===== config.mk =====
export PLATFORM = sky130hd
export DESIGN_NAME = phs_queue
export DESIGN_NICKNAME = d
export VERILOG_FILES = /design/src/hw/rtl/phs_pkg.sv /design/src/hw/rtl/phs_queue.sv
export SDC_FILE = /design/constraint.sdc
export NUM_CORES = 1
export LEC_CHECK = 0
export ABC_AREA = 1
export BUFFER_PORTS_ARGS = -buffer_cell sky130_fd_sc_hd__buf_2
export CORE_MARGIN = 10
export CORE_UTILIZATION = 45
export CTS_CLUSTER_SIZE = 8
export DETAILED_ROUTE_END_ITERATION = 6
export GPL_ROUTABILITY_DRIVEN = 0
export HOLD_SLACK_MARGIN = 0.15
export PLACE_DENSITY = 0.82
export SLEW_MARGIN = 5
export SYNTH_ARGS = -nofsm -noshare
export SYNTH_HDL_FRONTEND = slang
export SYNTH_SLANG_ARGS = --single-unit
export TNS_END_PERCENT = 1

===== constraint.sdc =====
create_clock -name i_clk -period 2.8 [get_ports i_clk]
set_input_delay 0.28 -clock i_clk [delete_from_list [all_inputs] [get_ports i_clk]]
set_output_delay 0.28 -clock i_clk [all_outputs]
set_load 0.005 [all_outputs]

===== src/hw/rtl/phs_pkg.sv =====
package phs_pkg;

    localparam int PHS_BUCKETS = 1024;
    localparam int PHS_NODES   = 4096;
    localparam int PHS_COORD_W = 16;
    localparam int PHS_GRID_W  = 16;
    localparam int PHS_KEY_W   = 32;
    localparam int PHS_Q_DEPTH = 2;

    localparam logic [PHS_GRID_W-1:0] PHS_GRID_RESET = 16'd1000;
    localparam logic [PHS_GRID_W-1:0] PHS_SUM_LIMIT  = 16'd40000;

    localparam logic OP_LOOKUP = 1'b0;
    localparam logic OP_INSERT = 1'b1;

    typedef enum logic [2:0] {
        FR_IDLE,
        FR_HASH,
        FR_DIV,
        FR_REM,
        FR_PUSH
    } t_front_state;

    typedef enum logic [2:0] {
        BK_CLEAR,
        BK_IDLE,
        BK_HEAD,
        BK_NODE,
        BK_FINISH
    } t_back_state;

endpackage


===== src/hw/rtl/phs_queue.sv =====
module phs_queue import phs_pkg::*; #(
    parameter int W = 8
) (
    input  logic         i_clk,
    input  logic         i_rst_n,
    input  logic         i_push,
    input  logic [W-1:0] i_data,
    output logic         o_full,
    input  logic         i_pop,
    output logic [W-1:0] o_data,
    output logic         o_empty
);

    localparam int AW = (PHS_Q_DEPTH > 1) ? $clog2(PHS_Q_DEPTH) : 1;
    localparam int CW = $clog2(PHS_Q_DEPTH + 1);
    localparam logic [AW-1:0] PTR_LAST = AW'(PHS_Q_DEPTH - 1);
    localparam logic [CW-1:0] CNT_FULL = CW'(PHS_Q_DEPTH);

    logic [W-1:0]  r_mem [PHS_Q_DEPTH];
    logic [AW-1:0] r_wp, r_rp;
    logic [CW-1:0] r_cnt;

    assign o_full  = (r_cnt == CNT_FULL);
    assign o_empty = (r_cnt == '0);
    assign o_data  = r_mem[r_rp];

    always_ff @(posedge i_clk) begin
        if (i_push) begin
            r_mem[r_wp] <= i_data;
        end
    end

    always_ff @(posedge i_clk) begin
        if (!i_rst_n) begin
            r_wp  <= '0;
            r_rp  <= '0;
            r_cnt <= '0;
        end else begin
            if (i_push) begin
                r_wp <= (r_wp == PTR_LAST) ? '0 : r_wp + 1'b1;
            end
            if (i_pop) begin
                r_rp <= (r_rp == PTR_LAST) ? '0 : r_rp + 1'b1;
            end
            if (i_push && !i_pop) begin
                r_cnt <= r_cnt + 1'b1;
            end else if (i_pop && !i_push) begin
                r_cnt <= r_cnt - 1'b1;
            end
        end
    end

endmodule


==> impl_metrics.yaml <==
status:
  status: "complete, no violations"
floorplan:
  core_sq_um: 1710
  die_area_sq_um: 3880
  io_pins: 22
  num_rows: 15
  fp.dieH_microns: 62.3
  die_width_microns: 62.3
  start_util_pct: 47.1
synth:
  synth_top_flop_cell: "edfxtp_1"
  synthCells: 58
  syn_avg_cell_area_sq_um: 13.9
  synth.most_common_cell: "edfxtp_1"
  yosysWarnings: 0
  yosysTopAreaCell: "edfxtp_1"
  muxShareOfSynthArea_pct: 11.2
  syn_area_sq_um: 805
  synth_nets: 71
  synth_top_family_by_area: "multiplexers"
  synthXorXnorAreaFrac_pct: 1.09
  synthSimpleGateAreaFrac_pct: 7.93
  yosys.area_share.adder_pct: 1.56
  synth_common_cells: "edfxtp_1 (16), inv_1 (8), mux2_2 (8)"
  synth_edf_count: 16
  synth_top_area_share_pct: 59.7
  async_reset_ff_share_pct: 0
  synth_seq_area_share_pct: 72.2
  synth_seq_cells: 21
  synth-compound-area-share_pct: 1.24
  synthTopCellsByArea: "edfxtp_1 (60%), dfxtp_1 (12%), mux2_2 (11%)"
  synth_cell_type_count: 16
power:
  power_switching_uw: 131
  p_per_area_nw_per_um2: 589
  power.total_uw: 579
  power.share.switching_pct: 22.6
  sequentialPowerShare_pct: 63.6
  p_leak_nw: 0.419
  intPower_uw: 448
  power_frac_clock_pct: 23.6
  vdd_drop_max_v: 0.000378
  comb_power_share_pct: 12.8
routing:
  firstDrtPassIters: 4
  via_per_inst: 4.55
  routed-via-count: 496
  drt_iter0_drc: 4
  wl_per_cell_microns: 12.8
  drc: 0
  routed_wl_mm: 1.40
  ant_nets: 0
placed_design:
  io_buffers: 21
  post_dp_cell_area_sq_um: 936
  dp_cells: 103
  dp_slack_ns: 1.47
  place_hpwl_mm: 1.10
cts:
  cts.path.max_buffers: 2
  tritoncts: "done"
  htreeDepth: 1
  clk_pin_slew_worst_paths_ns: 0.11
  cts_setup_buffers: 0
  cts_buffers: 3
  clk_latency_ns: 0.29
  clkSinkCount: 21
  clock-root-buffer: "clkbuf_4"
cells_and_area:
  fin_cells: 109
  nNetsFinal: 98
  seqCellArea_sq_um: 581
  final_util_pct: 57.6
  design_area_sq_um: 983
  layout-drive-gt1-share_pct: 41.7
  fill_cells: 163
  multiInputGateArea_sq_um: 185
  area_growth_pct: 22.2
  diodes: 0
timing:
  max_slew_margin_pct: 55.1
  post-route-period-util_pct: 57.5
  setup_tns_ns: 0
  finClkSkew_ns: 0.00659
  drv_slew: 0
  worst_pin_slew_ns: 0.671
  finalCriticalPeriod_ns: 1.61
  layout_setup_ws_ns: 1.19
  whs_ns: 0.172
  fmaxAchievable_mhz: 622
  rsz0062_at_grt: "false"
  hold_viol_final: 0
  setup_viol: 0
setup_path:
  critPathKind: "flop to primary output"
  crit_required_ns: 2.52
  critPathArrivalTime_ns: 1.33
  cp-start-kind: "flop"
  rr_worst_depth: 1
  cp-end-kind: "primary output"
  crit_path_max_fanout: 8
min_path:
  hold_path.class: "primary input to flop"
  hold_depth: 1
global_routing:
  antenna_found_initial: 0
  grt_overflow: 0
  grt_pass1_vias: 529
  grt_max_degree: 13
  grt_pass1_wl_mm: 2.28
  grtUsageTotal_pct: 7.25
run:
  max-cap-violations: 0
==> registers in the layout (all words and copies together) (netlist names), named ones only <==
signal	cells
r_rp	1
r_mem	16
r_cnt	2
r_wp	1
==> what timing repair did <==
| item | 4_1_cts | 5_1_grt |
|---|---|---|
| hold buffers | 0 | 2 |
| resized for setup | 0 | 0 |
| endpoints found under the hold margin | 0 | 4 |
==> logic make-up after synthesis <==
logic type               count (synthesis)
flip-flops                              21
AND/OR/NAND/NOR                         15
buffers and inverters                   10
multiplexers                             8
AO/OA/AOI/OAI                            2
XOR/XNOR                                 1
adder cells (fa/ha/maj)                  1
==> cells in the final DEF (no fill, tap or decap), drive strengths merged <==
master        n
nor3          1
nand4         1
dfxtp         5
clkinv        1
nand2         5
xnor2         1
clkbuf        3
dlygate4sd3   2
nand3         1
inv           9
ha            1
mux2          8
o21ai         1
nor2          7
a21oi         1
edfxtp       16
buf          21
==> power groups by stage <==
stage                     logic (mW)  registers [mW]  clock network [mW]
after floorplan               0.0450           0.369                   0
final                         0.0741           0.368               0.137
after CTS                     0.0735           0.369               0.142
after detailed placement      0.0728           0.376                   0
after global placement        0.0694           0.374                   0
after global routing          0.0836           0.372               0.157
==> area by class of cell <==
class                   count  area share, %
flip-flops and latches     21           59.0
multi-input cells          27           18.8
repair buffers             23           12.7
inverters                   9           3.44
well taps                  25           3.18
clock buffers               3           2.29
clock inverters             1          0.509
==> layer usage <==
metal | part of all wire [%] | up-vias | GRT usage [%]
met5 | 0 | - | 0
met4 | 0 | 0 | 2.51
met3 | 8.7 | 0 | 4.30
met2 | 50 | 16 | 11.7
met1 | 41 | 232 | 7.70
li1 | - | 248 | -
==> path summary, 6_finish.rpt <==
check                  from          end  slack (ns)
setup / recovery       flop    o_data[2]        1.19
hold reg to reg        r_wp         r_wp        0.53
hold / removal    i_data[0]  r_mem[1][0]        0.17
setup reg to reg       r_wp  r_mem[0][7]        1.57
==> worst max-delay path, stage by stage (launching register included) <==
cell and delay (ns):
dfxtp_1 0.54, mux2_2 0.38, buf_2 0.13
Note: power is estimated with default switching activity, not from simulation.
