`src/hw/rtl/phs_pkg.sv`:
```
package phs_pkg;

    localparam int PHS_BUCKETS = 1024;
    localparam int PHS_NODES   = 4096;
    localparam int PHS_COORD_W = 16;
    localparam int PHS_GRID_W  = 16;
    localparam int PHS_KEY_W   = 32;
    localparam int PHS_Q_DEPTH = 2;

    localparam logic [PHS_GRID_W-1:0] PHS_GRID_RESET = 16'd1000;
    localparam logic [PHS_GRID_W-1:0] PHS_SUM_LIMIT  = 16'd40000;

    localparam logic OP_LOOKUP = 1'b0;
    localparam logic OP_INSERT = 1'b1;

    typedef enum logic [2:0] {
        FR_IDLE,
        FR_HASH,
        FR_DIV,
        FR_REM,
        FR_PUSH
    } t_front_state;

    typedef enum logic [2:0] {
        BK_CLEAR,
        BK_IDLE,
        BK_HEAD,
        BK_NODE,
        BK_FINISH
    } t_back_state;

endpackage

```
`src/hw/rtl/phs_front.sv`:
```
module phs_front import phs_pkg::*; #(
    parameter int BUCKETS = PHS_BUCKETS
) (
    input  logic                                i_clk,
    input  logic                                i_rst_n,
    input  logic                                i_sum_hash,
    input  logic                                i_valid,
    output logic                                o_stall,
    input  logic                                i_opcode,
    input  logic [PHS_COORD_W-1:0]              i_coord_x,
    input  logic [PHS_COORD_W-1:0]              i_coord_y,
    output logic                                o_push,
    output logic [2*PHS_COORD_W+$clog2(BUCKETS):0] o_job,
    input  logic                                i_full
);

    localparam int BW    = $clog2(BUCKETS);
    localparam logic [BW:0]          BUCKETS_C = (BW+1)'(BUCKETS);
    localparam logic [PHS_KEY_W-1:0] RECIP     =
        PHS_KEY_W'((64'd1 << PHS_KEY_W) / BUCKETS);

    t_front_state r_state, n_state;

    logic                   r_op;
    logic [PHS_COORD_W-1:0] r_x, r_y;
    logic                   r_sum;
    logic [PHS_KEY_W-1:0]   r_key;
    logic [PHS_KEY_W-1:0]   r_quot;
    logic [BW:0]            r_part;

    logic [PHS_KEY_W-1:0]   w_prod;
    logic [PHS_COORD_W:0]   w_sum;
    logic [2*PHS_KEY_W-1:0] w_qprod;
    logic [BW:0]            w_qb;
    logic [BW-1:0]          w_rem;

    assign w_prod  = r_x * r_y;
    assign w_sum   = {1'b0, r_x} + {1'b0, r_y};

    // quotient estimate by reciprocal is low by at most one, so the
    // partial remainder is below twice the bucket count
    assign w_qprod = (2*PHS_KEY_W)'(r_key) * (2*PHS_KEY_W)'(RECIP);
    assign w_qb    = r_quot[BW:0] * BUCKETS_C;

    always_comb begin
        if (r_part >= BUCKETS_C) begin
            w_rem = BW'(r_part - BUCKETS_C);
        end else begin
            w_rem = BW'(r_part);
        end
    end

    always_comb begin
        n_state = r_state;
        case (r_state)
            FR_IDLE: begin
                if (i_valid) begin
                    n_state = FR_HASH;
                end
            end
            FR_HASH: n_state = FR_DIV;
            FR_DIV:  n_state = FR_REM;
            FR_REM:  n_state = FR_PUSH;
            FR_PUSH: begin
                if (!i_full) begin
                    n_state = FR_IDLE;
                end
            end
            default: n_state = FR_IDLE;
        endcase
    end

    always_comb begin
        o_stall = 1'b1;
        o_push  = 1'b0;
        case (r_state)
            FR_IDLE: o_stall = 1'b0;
            FR_PUSH: o_push  = !i_full;
            default: begin
                o_stall = 1'b1;
                o_push  = 1'b0;
            end
        endcase
    end

    assign o_job = {r_op, r_x, r_y, w_rem};

    always_ff @(posedge i_clk) begin
        if (!i_rst_n) begin
            r_state <= FR_IDLE;
        end else begin
            r_state <= n_state;
        end
    end

    always_ff @(posedge i_clk) begin
        case (r_state)
            FR_IDLE: begin
                if (i_valid) begin
                    r_op  <= i_opcode;
                    r_x   <= i_coord_x;
                    r_y   <= i_coord_y;
                    r_sum <= i_sum_hash;
                end
            end
            FR_HASH: begin
                if (r_sum) begin
                    r_key <= PHS_KEY_W'(w_sum);
                end else begin
                    r_key <= w_prod;
                end
            end
            FR_DIV: begin
                r_quot <= w_qprod[2*PHS_KEY_W-1:PHS_KEY_W];
            end
            FR_REM: begin
                r_part <= r_key[BW:0] - w_qb;
            end
            default: begin
            end
        endcase
    end

endmodule

```
`config.mk`:
```
export PLATFORM = sky130hd
export DESIGN_NAME = phs_front
export DESIGN_NICKNAME = d
export VERILOG_FILES = /design/src/hw/rtl/phs_pkg.sv /design/src/hw/rtl/phs_front.sv
export SDC_FILE = /design/constraint.sdc
export NUM_CORES = 1
export LEC_CHECK = 0
export BUFFER_PORTS_ARGS = -buffer_cell sky130_fd_sc_hd__buf_4
export CORE_UTILIZATION = 45
export CTS_BUF_LIST = sky130_fd_sc_hd__clkbuf_8
export CTS_CLUSTER_SIZE = 30
export DETAILED_ROUTE_END_ITERATION = 12
export PLACE_DENSITY = 0.68
export SYNTH_ARGS = -nofsm -noshare
export SYNTH_HDL_FRONTEND = slang
export SYNTH_SLANG_ARGS = --single-unit
```
`constraint.sdc`:
```
create_clock -name i_clk -period 8.7 [get_ports i_clk]
set_input_delay 0 -clock i_clk [delete_from_list [all_inputs] [get_ports i_clk]]
set_output_delay 0 -clock i_clk [all_outputs]
set_load 0.05 [all_outputs]
```
==> run summary <==
GR Util All Layers = 21.55%
Chip Width = 92.57 um
XOR/XNOR share of the synthesized area = 6.881%
Initial antenna violation count = 0
DR vias = 2620
CTS resizes = 0
Area grow syn2layout = 35.69%
CTS tree = done
Wire per inst = 15.22 um
Crit-path max FO = 9
Top-count cell post-synth = edfxtp_1
Post-Synth Simple-Gate Area = 11.42%
FP Rows = 32
Share of cells above drive strength 1 = 24.38%
Total Routed Length = 8356 um
Nets = 538
IO buf count = 82
Top FF cell, synth = edfxtp_1
Post-Syn Instances = 313
Lkg Pwr = 2.258 nW
Flop2flop setup slack = 4.01 ns
Clk slew on worst S/H paths = 0.08 ns
Tmin final = 4.688 ns
Residual DRC count = 0
Ports = 83
Netlist cell types = 36
Synth top area cells = edfxtp_1, fa_1, ha_1, inv_1, xnor2_1
Post-synthesis adder-cell area fraction = 24.54%
Arr. time, crit path = 4.76 ns
Yosys top cell area share = 43.93%
Avg Inst Size Synth = 11.79 um2
Synthesized Nets = 409
Number of synthesized flops with an enable pin = 54
Worst setup endpoint = r_key[9]
Skew final = 0.01561 ns
Max-Cap Viols = 0
Post-synthesis compound-gate area fraction = 4.644%
TritonCTS Buffers = 9
Worst hold path type = primary input to output pin
FILL cells = 617
Synth top cells by count = edfxtp_1, inv_1, ha_1
Ys Warns = 0
WP data required = 8.77 ns
CTS sink cnt = 57
Drt pass-1 iters = 4
Total negative slack = 0 ns
Crit end category = register
Core area = 7848 um2
DR iter-0 viols = 105
Clock tree buffer depth = 2
Fin crit share = 53.88%
Skew-Pair Late Insertion Delay = 0.35 ns
Root Buffer = clkbuf_8
Starting Density = 47.03%
Critical Path Start Type = register
Residual overflow from global routing = 0
Mux contribution to synthesized area = 1.153%
Mapped Area = 3691 um2
Post-DP HPWL = 5734 um
P per Cell Area = 229.7 nW/um2
Max Fclk = 213.3 MHz
Worst vdd ir = 0.1489 mV
Critical path startpoint = r_y[2]
Final-report hold violation count = 0
#FFs+latches synth = 57
Final Wtd Congestion = 0.9282
Diode count = 0
Fin. max-slew vios = 0
Worst-Margin Slew = 0.6841 ns
RSZ-0062 raised after global routing = false
Crit Path Category = register to register
Reg2reg start = r_y[2]
R2r worst-path depth = 18
Asr flop ratio synth = 0%
Final Util = 63.82%
Die Ht = 92.57 um
Via density per instance = 4.772
Die ar. = 8568 um2
Worst flop-to-flop path endpoint = r_key[9]
Post-synthesis sequential area ratio = 45.56%
Combinational family with the most area after synthesis = adder cells
Status = completed
Pin count of the biggest net entering global routing = 35
Vias in the first global route = 2882
Setup Viol. Count Final = 0
Area leader, netlist = edfxtp_1
Slew margin rel. = 54.39%
First-pass GRT wire length = 13870 um
CTS H-tree depth = 3
Antenna Nets Post-Route = 0
-- final cells by class --
class	instances	area, um2	share of cell area [%]
Tap cell	102	127.6	2.548
Clock inverter	7	77.57	1.549
Clock buffer	9	123.9	2.473
Sequential cell	57	1682	33.57
Timing Repair Buffer	121	1001	19.99
Inverter	53	198.9	3.972
Multi-Input combinational cell	200	1798	35.90
-- sequential cells by signal (all words and copies together), names as in the netlist --
register / count
r_key: 10
r_op: 1
r_part: 10
r_state: 3
r_sum: 1
r_x: 16
r_y: 16
-- logic make-up after synthesis --
group           Yosys count
mux                       4
fa+ha+maj                58
simple gates             80
xor+xnor                 29
compound gates           29
flops                    57
buf+inv                  56
-- cell usage in the layout (no fill, tap or decap), drive strengths merged, types with 2 or more instances in the layout --
cell type / netlist / final
nor2b: 3 / 3
mux2: 2 / 2
and2: 25 / 25
or3: 2 / 2
fa: 24 / 24
xor2: 7 / 7
inv: 53 / 55
clkbuf: 2 / 9
mux2i: 2 / 2
dfxtp: 3 / 3
o21a: 3 / 3
ha: 34 / 34
edfxtp: 54 / 54
xnor2: 22 / 22
dlygate4sd3: 0 / 37
a21o: 2 / 2
o21ai: 7 / 7
nor2: 8 / 8
nand2b: 3 / 3
a31oi: 2 / 2
nor3: 2 / 2
buf: 1 / 84
a21oi: 11 / 11
clkinv: 0 / 3
nand2: 30 / 30
nand3: 3 / 3
-- critical path, cell delays in order (launching register included) --
cell,delay [ns]
edfxtp_1,0.61
ha_1,0.27
inv_1,0.08
fa_1,0.48
inv_1,0.04
ha_1,0.19
fa_1,0.48
ha_1,0.29
inv_1,0.05
fa_1,0.53
inv_1,0.05
ha_1,0.32
nor2b_1,0.15
o21a_1,0.18
o21ai_1,0.18
nand2b_1,0.09
a21oi_1,0.20
xnor2_1,0.15
mux2i_1,0.09
-- where the power goes --
group          total [W]  switching (W)  internal, W  leakage (nW)
combinational   0.000521       0.000286     0.000235          1.63
sequential      0.000374      0.0000283     0.000345         0.531
clock           0.000256       0.000122     0.000135         0.100
-- worst min path at each step --
stage	startpoint	to	slack, ns	cells after the start
floorplan	i_opcode	r_op	0.1	0
global placement	i_coord_y[14]	r_y[14]	0.18	1
detailed placement	i_coord_y[11]	r_y[11]	0.18	1
CTS	i_full	o_push	0.30	3
global route	i_full	o_push	0.32	3
finish	i_full	o_push	0.30	3
-- routing by layer --
layer	global-route usage (%)	vias to the layer above	share of wire [%]
met5	0	-	0
met4	5.599	0	1.1
met2	38.58	70	51
met3	5.255	10	4.8
met1	25.83	1252	43
li1	-	1288	-
-- metrics by stage --
stage | power [W] | hold slack [ns] | setup slack [ns] | std cells | cell area (um2)
5_1_grt | 0.001245 | 0.3185 | 3.759 | 549 | 5009
3_5_place_dp | 0.0008865 | 0.1793 | 4.043 | 496 | 4437
2_1_floorplan | 0.0007641 | 0.09887 | 4.177 | 313 | 3691
6_report | 0.001151 | 0.3011 | 4.012 | 549 | 5009
3_3_place_gp | 0.0008769 | 0.1781 | 4.085 | 496 | 4437
4_1_cts | 0.001156 | 0.2963 | 4.018 | 549 | 5009
-- what timing repair did --
| item | in CTS | in global routing |
|---|---|---|
| setup buffers | 0 | 0 |
| hold endpoints to repair | 37 | 0 |
| hold buffers | 37 | 0 |
| setup endpoints to repair | 0 | 0 |
Power figures use the tool's default switching activity.
